<file path="config.mk">
export PLATFORM = sky130hd
export DESIGN_NAME = shift_reduce_recognizer
export DESIGN_NICKNAME = d
export VERILOG_FILES = /design/src/rtl/srr_pkg.sv /design/src/rtl/srr_datapath.sv /design/src/rtl/srr_control.sv /design/src/rtl/shift_reduce_recognizer.sv
export SDC_FILE = /design/constraint.sdc
export NUM_CORES = 2
export LEC_CHECK = 0
export ABC_AREA = 0
export BUFFER_PORTS_ARGS = -buffer_cell sky130_fd_sc_hd__buf_4
export CAP_MARGIN = 20
export CORE_MARGIN = 1.5
export CORE_UTILIZATION = 45
export DETAILED_ROUTE_END_ITERATION = 12
export PLACE_DENSITY = 0.67
export SYNTH_ARGS = -nofsm -noshare
export SYNTH_HDL_FRONTEND = slang
export SYNTH_SLANG_ARGS = --single-unit
</file>
<file path="constraint.sdc">
create_clock -name clock -period 13.5 [get_ports clock]
set_input_delay 2.7 -clock clock [delete_from_list [all_inputs] [get_ports clock]]
set_output_delay 2.7 -clock clock [all_outputs]
set_load 0.05 [all_outputs]
</file>
<file path="src/rtl/srr_pkg.sv">
// ----------------------------------------------------------------------------
// srr_pkg
// Shared types and constants for the shift-reduce recognizer.
// ----------------------------------------------------------------------------
package srr_pkg;

   localparam int SYM_W    = 7;
   localparam int PROD_W   = 52;
   localparam int NUM_PROD = 8;
   localparam int RHS_SLOTS = 6;
   localparam int CSR_IDX_W = 3;
   localparam logic [SYM_W-1:0] BOTTOM_MARK = 7'd36;

   localparam logic [2:0] ST_PENDING  = 3'd0;
   localparam logic [2:0] ST_ACCEPTED = 3'd1;
   localparam logic [2:0] ST_NO_MATCH = 3'd2;
   localparam logic [2:0] ST_CONFLICT = 3'd3;
   localparam logic [2:0] ST_OVERFLOW = 3'd4;
   localparam logic [2:0] ST_LIMIT    = 3'd5;
   localparam logic [2:0] ST_DISCARD  = 3'd6;

   typedef enum logic [2:0] {
      S_IDLE,
      S_SHIFT,
      S_CHECK,
      S_LOAD,
      S_SCAN,
      S_REDUCE,
      S_DONE
   } state_type;

   // controller -> datapath
   typedef struct packed {
      logic start;      // latch request
      logic shift;      // push input symbol
      logic load;       // load suffix window from stack
      logic load_step;  // window fill step
      logic scan_step;  // try next suffix length
      logic reduce;     // apply matched production
      logic finish;     // latch status, build response
      logic [2:0] status;
      logic clear_out;  // response taken
   } cmd_type;

   // datapath -> controller
   typedef struct packed {
      logic failed;
      logic has;
      logic last;
      logic full;
      logic top_is_start;
      logic load_done;
      logic scan_done;   // no more lengths
      logic hit;         // one or more matches at current length
      logic conflict;
      logic limit;       // reduction count at max
      logic out_valid;
   } sts_type;

endpackage

</file>
<file path="src/rtl/srr_datapath.sv">
// ----------------------------------------------------------------------------
// srr_datapath
// Symbol stack memory, suffix window, production matcher, response register.
// ----------------------------------------------------------------------------
module srr_datapath #(
   parameter int STACK_DEPTH     = 64,
   parameter int MAX_PRODUCTIONS = 8,
   parameter int MAX_RHS         = 6,
   parameter int MAX_REDUCTIONS  = 32
) (
   input  logic clock,
   input  logic reset,
   input  logic [srr_pkg::SYM_W-1:0] req_symbol,
   input  logic req_has_symbol,
   input  logic req_is_last,
   input  logic csr_write,
   input  logic [srr_pkg::CSR_IDX_W-1:0] csr_index,
   input  logic [srr_pkg::PROD_W-1:0] csr_data,
   input  srr_pkg::cmd_type cmd,
   output srr_pkg::sts_type sts,
   output logic [2:0] rsp_status,
   output logic [6:0] rsp_depth_now,
   output logic [5:0] rsp_reductions_done
);
   import srr_pkg::*;

   localparam int AW = $clog2(STACK_DEPTH);
   localparam int HW = $clog2(STACK_DEPTH + 1);
   localparam int RW = $clog2(MAX_REDUCTIONS + 1);
   localparam int LW = 3;

   logic [PROD_W-1:0] prod_ff [NUM_PROD];
   logic [SYM_W-1:0]  mem [STACK_DEPTH];
   logic [SYM_W-1:0]  rd_ff;
   logic [SYM_W-1:0]  win_ff [RHS_SLOTS];   // win_ff[0] = top
   logic [HW-1:0] height_ff, height_in;
   logic [RW-1:0] red_ff;
   logic [LW-1:0] fill_ff, k_ff;
   logic [SYM_W-1:0] sym_ff;
   logic has_ff, last_ff, failed_ff, pend_ff;
   logic out_valid_ff;
   logic [2:0] st_ff;
   logic [6:0] dep_ff;
   logic [5:0] rd_cnt_ff;
   logic [SYM_W-1:0] lhs_sel_ff;
   logic [LW-1:0] len_sel_ff;

   logic [LW-1:0] fill_lim;
   logic [NUM_PROD-1:0] match;
   logic [SYM_W-1:0] top;
   logic mem_we;
   logic [AW-1:0] mem_wa, mem_ra;
   logic [SYM_W-1:0] mem_wd;
   logic [HW-1:0] kh;
   logic [SYM_W-1:0] hit_lhs;
   logic hit_one, hit_many;

   always_ff @(posedge clock) begin
      if (csr_write && (int'(csr_index) < NUM_PROD))
         prod_ff[csr_index] <= csr_data;
      if (reset) begin
         for (int i = 0; i < NUM_PROD; i++) prod_ff[i] <= '0;
      end
   end

   // window fill count: min(height, MAX_RHS)
   always_comb begin
      if (height_ff >= HW'(MAX_RHS)) fill_lim = LW'(MAX_RHS);
      else fill_lim = LW'(height_ff);
   end

   assign top = (height_ff == '0) ? BOTTOM_MARK : win_ff[0];
   assign kh  = HW'(k_ff);

   // matcher for current suffix length k_ff
   always_comb begin
      hit_lhs = '0;
      hit_one = 1'b0;
      hit_many = 1'b0;
      for (int p = 0; p < NUM_PROD; p++) begin
         match[p] = (p < MAX_PRODUCTIONS) && (prod_ff[p][9:7] == k_ff) &&
                    (k_ff != '0) && (int'(k_ff) <= MAX_RHS);
         for (int i = 0; i < RHS_SLOTS; i++) begin
            if (i < int'(k_ff) &&
                prod_ff[p][10+7*i +: 7] != win_ff[int'(k_ff)-1-i])
               match[p] = 1'b0;
         end
      end
      for (int p = NUM_PROD - 1; p >= 0; p--) begin
         if (match[p]) hit_lhs = prod_ff[p][6:0];
      end
      hit_one  = (match != '0);
      hit_many = (match & (match - 1'b1)) != '0;
   end

   // memory port selects
   always_comb begin
      mem_we = 1'b0;
      mem_wa = AW'(height_ff);
      mem_wd = sym_ff;
      height_in = height_ff;
      if (cmd.shift) begin
         mem_we = 1'b1;
         height_in = height_ff + 1'b1;
      end else if (cmd.reduce) begin
         mem_we = 1'b1;
         mem_wa = AW'(height_ff - HW'(len_sel_ff));
         mem_wd = lhs_sel_ff;
         height_in = height_ff - HW'(len_sel_ff) + 1'b1;
      end else if (cmd.finish && cmd.status != ST_PENDING &&
                   cmd.status != ST_DISCARD) begin
         height_in = '0;
      end
      mem_ra = AW'(height_ff - HW'(fill_lim) + HW'(fill_ff));
   end

   always_ff @(posedge clock) begin
      if (mem_we) mem[mem_wa] <= mem_wd;
      rd_ff <= mem[mem_ra];
   end

   always_ff @(posedge clock) begin
      if (reset) begin
         height_ff <= '0;
         failed_ff <= 1'b0;
         out_valid_ff <= 1'b0;
         pend_ff <= 1'b0;
      end else begin
         height_ff <= height_in;
         lhs_sel_ff <= hit_lhs;
         len_sel_ff <= k_ff;
         if (mem_we) win_ff[0] <= mem_wd;
         if (cmd.start) begin
            sym_ff  <= req_symbol;
            has_ff  <= req_has_symbol;
            last_ff <= req_is_last;
            red_ff  <= '0;
         end
         if (cmd.load) begin
            fill_ff <= '0;
            k_ff    <= '0;
            pend_ff <= 1'b0;
         end
         if (cmd.load_step) begin
            // read issued at fill_ff last cycle lands now
            if (pend_ff) begin
               for (int i = RHS_SLOTS - 1; i > 0; i--) win_ff[i] <= win_ff[i-1];
               win_ff[0] <= rd_ff;
            end
            if (fill_ff != fill_lim) fill_ff <= fill_ff + 1'b1;
            pend_ff <= (fill_ff != fill_lim);
         end
         if (cmd.scan_step) k_ff <= k_ff + 1'b1;
         if (cmd.reduce) red_ff <= red_ff + 1'b1;
         if (cmd.finish) begin
            out_valid_ff <= 1'b1;
            st_ff <= cmd.status;
            if (cmd.status == ST_DISCARD) begin
               dep_ff <= '0;
               rd_cnt_ff <= '0;
               if (last_ff) failed_ff <= 1'b0;
            end else begin
               dep_ff <= 7'(height_ff);
               rd_cnt_ff <= 6'(red_ff);
               if (cmd.status != ST_PENDING) begin
                  if (!last_ff) failed_ff <= 1'b1;
               end
            end
         end
         if (cmd.clear_out) out_valid_ff <= 1'b0;
      end
   end

   // window reads go deepest-first and shift in at win_ff[0], so the top lands
   // in win_ff[0]
   assign sts.failed       = failed_ff;
   assign sts.has          = has_ff;
   assign sts.last         = last_ff;
   assign sts.full         = (height_ff >= HW'(STACK_DEPTH));
   assign sts.top_is_start = (top == prod_ff[0][6:0]);
   assign sts.load_done    = (fill_ff == fill_lim) && !pend_ff;
   assign sts.scan_done    = (k_ff >= fill_lim);
   assign sts.hit          = hit_one && (k_ff != '0) && (kh <= height_ff);
   assign sts.conflict     = hit_many && (k_ff != '0) && (kh <= height_ff);
   assign sts.limit        = (red_ff >= RW'(MAX_REDUCTIONS));
   assign sts.out_valid    = out_valid_ff;

   assign rsp_status          = st_ff;
   assign rsp_depth_now       = dep_ff;
   assign rsp_reductions_done = rd_cnt_ff;

endmodule

</file>
<file path="src/rtl/srr_control.sv">
// ----------------------------------------------------------------------------
// srr_control
// Sequencer: shift, window load, suffix scan, reduce, respond.
// ----------------------------------------------------------------------------
module srr_control (
   input  logic clock,
   input  logic reset,
   input  logic req_valid,
   output logic req_ready,
   output logic rsp_valid,
   input  logic rsp_ready,
   input  srr_pkg::sts_type sts,
   output srr_pkg::cmd_type cmd
);
   import srr_pkg::*;

   state_type state_ff, state_in;

   always_ff @(posedge clock) begin
      if (reset) state_ff <= S_IDLE;
      else state_ff <= state_in;
   end

   always_comb begin
      state_in = state_ff;
      cmd = '0;
      rsp_valid = sts.out_valid;
      req_ready = (state_ff == S_IDLE) && !sts.out_valid;
      cmd.clear_out = sts.out_valid && rsp_ready;
      case (state_ff)
         S_IDLE: begin
            if (req_valid && req_ready) begin
               cmd.start = 1'b1;
               state_in = S_SHIFT;
            end
         end
         S_SHIFT: begin
            if (sts.failed) begin
               cmd.finish = 1'b1;
               cmd.status = ST_DISCARD;
               state_in = S_IDLE;
            end else if (sts.has && sts.full) begin
               cmd.finish = 1'b1;
               cmd.status = ST_OVERFLOW;
               state_in = S_IDLE;
            end else begin
               cmd.shift = sts.has;
               state_in = S_CHECK;
            end
         end
         S_CHECK: begin
            if (sts.last && sts.top_is_start) begin
               cmd.finish = 1'b1;
               cmd.status = ST_ACCEPTED;
               state_in = S_IDLE;
            end else begin
               cmd.load = 1'b1;
               state_in = S_LOAD;
            end
         end
         S_LOAD: begin
            if (sts.load_done) begin
               cmd.scan_step = 1'b1;
               state_in = S_SCAN;
            end else begin
               cmd.load_step = 1'b1;
            end
         end
         S_SCAN: begin
            if (sts.conflict) begin
               cmd.finish = 1'b1;
               cmd.status = ST_CONFLICT;
               state_in = S_IDLE;
            end else if (sts.hit) begin
               if (sts.limit) begin
                  cmd.finish = 1'b1;
                  cmd.status = ST_LIMIT;
                  state_in = S_IDLE;
               end else begin
                  state_in = S_REDUCE;
               end
            end else if (sts.scan_done) begin
               cmd.finish = 1'b1;
               cmd.status = sts.last ? ST_NO_MATCH : ST_PENDING;
               state_in = S_IDLE;
            end else begin
               cmd.scan_step = 1'b1;
            end
         end
         S_REDUCE: begin
            cmd.reduce = 1'b1;
            state_in = S_CHECK;
         end
         default: state_in = S_IDLE;
      endcase
   end

endmodule

</file>
<file path="src/rtl/shift_reduce_recognizer.sv">
// ----------------------------------------------------------------------------
// shift_reduce_recognizer
// Greedy shift-reduce recognizer over up to eight configured productions.
//
//   channel  ports                              dir
//   req      req_valid/ready, symbol/has/last   in
//   rsp      rsp_valid/ready, status/depth/red  out
//   csr      csr_write, csr_index, csr_data     in
//
// Per item: a shift, then per reduction pass a window reload through the single
// stack read port, deepest entry first, a suffix scan and a reduce.
// One item in flight; the next beat is taken once the response is taken.
// Reset empties the stack and clears the error hold; no clearing pass.
// ----------------------------------------------------------------------------
module shift_reduce_recognizer #(
   parameter int STACK_DEPTH     = 64,
   parameter int MAX_PRODUCTIONS = 8,
   parameter int MAX_RHS         = 6,
   parameter int MAX_REDUCTIONS  = 32
) (
   input  logic clock,
   input  logic reset,
   input  logic req_valid,
   output logic req_ready,
   input  logic [srr_pkg::SYM_W-1:0] req_symbol,
   input  logic req_has_symbol,
   input  logic req_is_last,
   output logic rsp_valid,
   input  logic rsp_ready,
   output logic [2:0] rsp_status,
   output logic [6:0] rsp_depth_now,
   output logic [5:0] rsp_reductions_done,
   input  logic csr_write,
   input  logic [srr_pkg::CSR_IDX_W-1:0] csr_index,
   input  logic [srr_pkg::PROD_W-1:0] csr_data
);
   import srr_pkg::*;

   cmd_type cmd;
   sts_type sts;

   srr_control u_ctrl (
      .clock, .reset, .req_valid, .req_ready, .rsp_valid, .rsp_ready,
      .sts, .cmd
   );

   srr_datapath #(
      .STACK_DEPTH(STACK_DEPTH), .MAX_PRODUCTIONS(MAX_PRODUCTIONS),
      .MAX_RHS(MAX_RHS), .MAX_REDUCTIONS(MAX_REDUCTIONS)
   ) u_dp (
      .clock, .reset, .req_symbol, .req_has_symbol, .req_is_last,
      .csr_write, .csr_index, .csr_data, .cmd, .sts,
      .rsp_status, .rsp_depth_now, .rsp_reductions_done
   );

endmodule
</file>
==> impl_metrics.json <==
{
  "synth_top_family_by_area": "simple AND/OR/NAND/NOR gates",
  "cp_top_family": "compound AO/OA/AOI/OAI gates",
  "period_needed_ns": 7.137,
  "synthDistinctLibCells": 91,
  "crit_path_max_fanout": 47,
  "whs_path_depth": 2,
  "io_buffer_count": 86,
  "grt_pass1_wl_um": 196000,
  "viasPerCell": 5.875,
  "seq_power_share": 0.453,
  "status": "complete, no violations",
  "critPathMaxStageDelay_ns": 0.89,
  "sw_frac_of_total": 0.2622,
  "fmax_ghz": 0.1401,
  "reg2reg_to": "u_dp.rsp_reductions_done[5]",
  "rows": 115,
  "fin_tns_setup_ns": 0,
  "htreeDepth": 3,
  "cts.sinks": 973,
  "die_h_um": 319.3,
  "final_cell_mix": "946 x nand2_1, 537 x edfxtp_1, 485 x a21oi_1, 436 x dfxtp_1, 222 x xnor2_1",
  "start_util": 0.4561,
  "hold_end": "u_dp.prod_ff[2][0]",
  "ir_drop_mv": 0.1362,
  "area_growth_pct": 11.18,
  "setup_viol": 0,
  "rrSetupSlack_ns": 6.36,
  "cts-buffers-inserted": 98,
  "clkLatencyLatePin_ns": 0.70,
  "dr.pass1.iters": 6,
  "placeableCoreArea_um2": 98710,
  "synth_fa_ha_area_frac": 0.01115,
  "ioPinCount": 87,
  "hp-class": "reg2reg",
  "synth_compound_area_frac": 0.09542,
  "combPwrFrac": 0.144,
  "max_slew_margin": 0.1354,
  "clk_pin_slew_ns": 0.07,
  "drt-initial-drc-count": 3769,
  "synth_area_um2": 45020,
  "drcViolationCount": 0,
  "nets": 4104,
  "cts_setup_buffers": 0,
  "place_congestion": 0.9981,
  "powerDensity_nw_per_um2": 141.8,
  "startpoint_type": "register",
  "p_switching_uw": 1861,
  "cp_num_buf_inv": 3,
  "syn_inst": 4040,
  "intPower_uw": 5238,
  "holdBufCountCts": 0,
  "syn_area_per_cell_um2": 11.14,
  "slew_violations": 0,
  "cts_root_buf": "clkbuf_16",
  "worstPathRequired_ns": 13.88,
  "final.period_utilization": 0.5286,
  "r2r-start": "u_dp.k_ff[1]",
  "grtUsageTotal": 0.2527,
  "path_cells": "inv_1 > ha_2 > buf_4 > mux4_2 > mux2i_2 > xor2_1 > nand4_1 > o41ai_1 > o2111ai_1 > nor3_1 > a2111oi_0 > a31oi_2 > a221oi_2 > o21a_1 > a21oi_1 > buf_4",
  "cts_tree": "done",
  "rsz0062_at_grt": "false",
  "path_class": "reg2reg",
  "overflow": 0,
  "worst_slew_pin_slew_ns": 1.297,
  "cp-end-kind": "register",
  "final_hold_viol_count": 0,
  "ys_seq_area_frac": 0.5521,
  "synth-xor-area-share": 0.07382,
  "drv_cap": 0,
  "synth_mux_area_frac": 0.1143,
  "grt_start_max_net_pins": 216,
  "holdCritStartpoint": "u_dp.prod_ff[2][0]",
  "synthArstFlopShare": 0,
  "antenna_found_initial": 0,
  "avgRoutedWirePerCell_um": 24.23,
  "worst_path_max_delay_cell": "edfxtp_1",
  "synth-simple-area-share": 0.1227,
  "die_area_um2": 101900,
  "diodes": 0,
  "vias": 31555,
  "die-width_um": 319.3,
  "fin_skew_ns": 0.04199,
  "crit_arrival_ns": 7.52,
  "synth-seq-cells": 973,
  "yosys_warnings": 0,
  "rr_worst_depth": 16,
  "cts-resized-gates": 0,
  "synth_edf_count": 537,
  "clkPwrFrac": 0.403,
  "final_common_cell": "nand2_1",
  "crit_top_cell": "buf_4",
  "finalPower_uw": 7099,
  "drive_gt1_frac": 0.1383,
  "wl_um": 130100,
  "place.detailed.hpwl_um": 85410,
  "grt_pass1_vias": 30482,
  "yosys_most_used_dff": "edfxtp_1",
  "drtAntennaViolNets": 0,
  "cts_buffer_depth": 3,
  "p_leak_uw": 0.01636
}
## kinds of logic after synthesis
family                   count (synthesis)
AO/OA/AOI/OAI                          730
other                                    1
buffers and inverters                  318
flip-flops                             973
multiplexers                           278
AND/OR/NAND/NOR                       1325
XOR/XNOR                               377
adder cells (fa/ha/maj)                 38
## power groups by stage
stage          clock network, µW  logic, µW  registers [µW]
2_1_floorplan                  0        729            3270
3_3_place_gp                   0       1010            3280
3_5_place_dp                   0       1020            3280
4_1_cts                     2890       1020            3220
5_1_grt                     3010       1090            3220
6_report                    2860       1020            3220
## cell usage after synthesis (19+ instances only)
| master | count | area, µm² |
|---|---|---|
| mux2i_1 | 52 | 520.5 |
| clkbuf_1 | 176 | 660.6 |
| nand3_1 | 38 | 190.2 |
| a21oi_1 | 485 | 2427 |
| ha_1 | 32 | 400.4 |
| nor2b_1 | 19 | 118.9 |
| edfxtp_1 | 537 | 16130 |
| o22ai_1 | 22 | 137.6 |
| nor3_1 | 26 | 130.1 |
| nor4_1 | 36 | 225.2 |
| dfxtp_1 | 436 | 8728 |
| nand2_1 | 956 | 3588 |
| inv_1 | 40 | 150.1 |
| buf_2 | 20 | 100.1 |
| mux4_2 | 162 | 3649 |
| xor2_1 | 150 | 1314 |
| xnor2_1 | 225 | 1971 |
| nand4_1 | 32 | 200.2 |
| o21ai_0 | 41 | 205.2 |
| mux2_2 | 28 | 315.3 |
| mux2i_4 | 19 | 427.9 |
| nor2_1 | 146 | 548.0 |
| clkbuf_2 | 52 | 260.3 |
| a31oi_1 | 25 | 156.4 |
## sequential cells by signal, indices dropped and copies added (netlist names), 3 cells and up
name	count
u_ctrl.state_ff	3
u_dp.fill_ff	3
u_dp.height_ff	7
u_dp.k_ff	3
u_dp.len_sel_ff	3
u_dp.lhs_sel_ff	7
u_dp.mem	448
u_dp.prod_ff	416
u_dp.rd_ff	7
u_dp.red_ff	6
u_dp.rsp_depth_now	7
u_dp.rsp_reductions_done	6
u_dp.rsp_status	3
u_dp.sym_ff	7
u_dp.win_ff	42
## per-layer routing
| metal | up-vias | wire length (µm) | track usage |
|---|---|---|---|
| met2 | 1375 | 62420 | 0.4137 |
| met3 | 296 | 9526 | 0.03950 |
| met5 | - | 0 | 0 |
| met1 | 15555 | 52940 | 0.3373 |
| li1 | 14329 | - | - |
| met4 | 0 | 5227 | 0.09841 |
## tightest hold or removal path: stages, from the launching register on
cell and delay (ns):
dfxtp_1 0.31, nand2_1 0.05, a21oi_1 0.05
## worst max-delay path by stage
stage                       from                          end  slack [ns]  cells past startpoint
floorplan           u_dp.k_ff[1]        u_dp.rsp_depth_now[0]        7.40                     17
global placement    u_dp.k_ff[1]        u_dp.rsp_depth_now[2]        6.61                     15
detailed placement  u_dp.k_ff[1]        u_dp.rsp_depth_now[2]        6.53                     16
CTS                 u_dp.k_ff[1]        u_dp.rsp_depth_now[1]        6.52                     16
global route        u_dp.k_ff[1]        u_dp.rsp_depth_now[2]        6.06                     16
finish              u_dp.k_ff[1]  u_dp.rsp_reductions_done[5]        6.36                     16
## final cells by class
| class | instances | area, µm² |
|---|---|---|
| clock buffer | 120 | 2606 |
| tap | 1287 | 1610 |
| multi-input combinational | 2750 | 18980 |
| inverter | 40 | 150.1 |
| fill | 8576 | 48660 |
| timing repair buffer | 136 | 1040 |
| sequential | 973 | 24850 |
| clock inverter | 65 | 805.8 |
## metrics by stage
stage               hold WS, ns    util  setup WS [ns]  std cells  area (µm²)
finish                   0.4523  0.5070          6.363       5371       50050
global route             0.4741  0.5070          6.058       5371       50050
CTS                      0.4516  0.5067          6.524       5367       50020
detailed placement       0.4444  0.4721          6.534       5182       46600
global placement         0.4416  0.4721          6.605       5181       46600
floorplan                0.4244       -          7.403       4041       45020
Power figures use the tool's default switching activity.
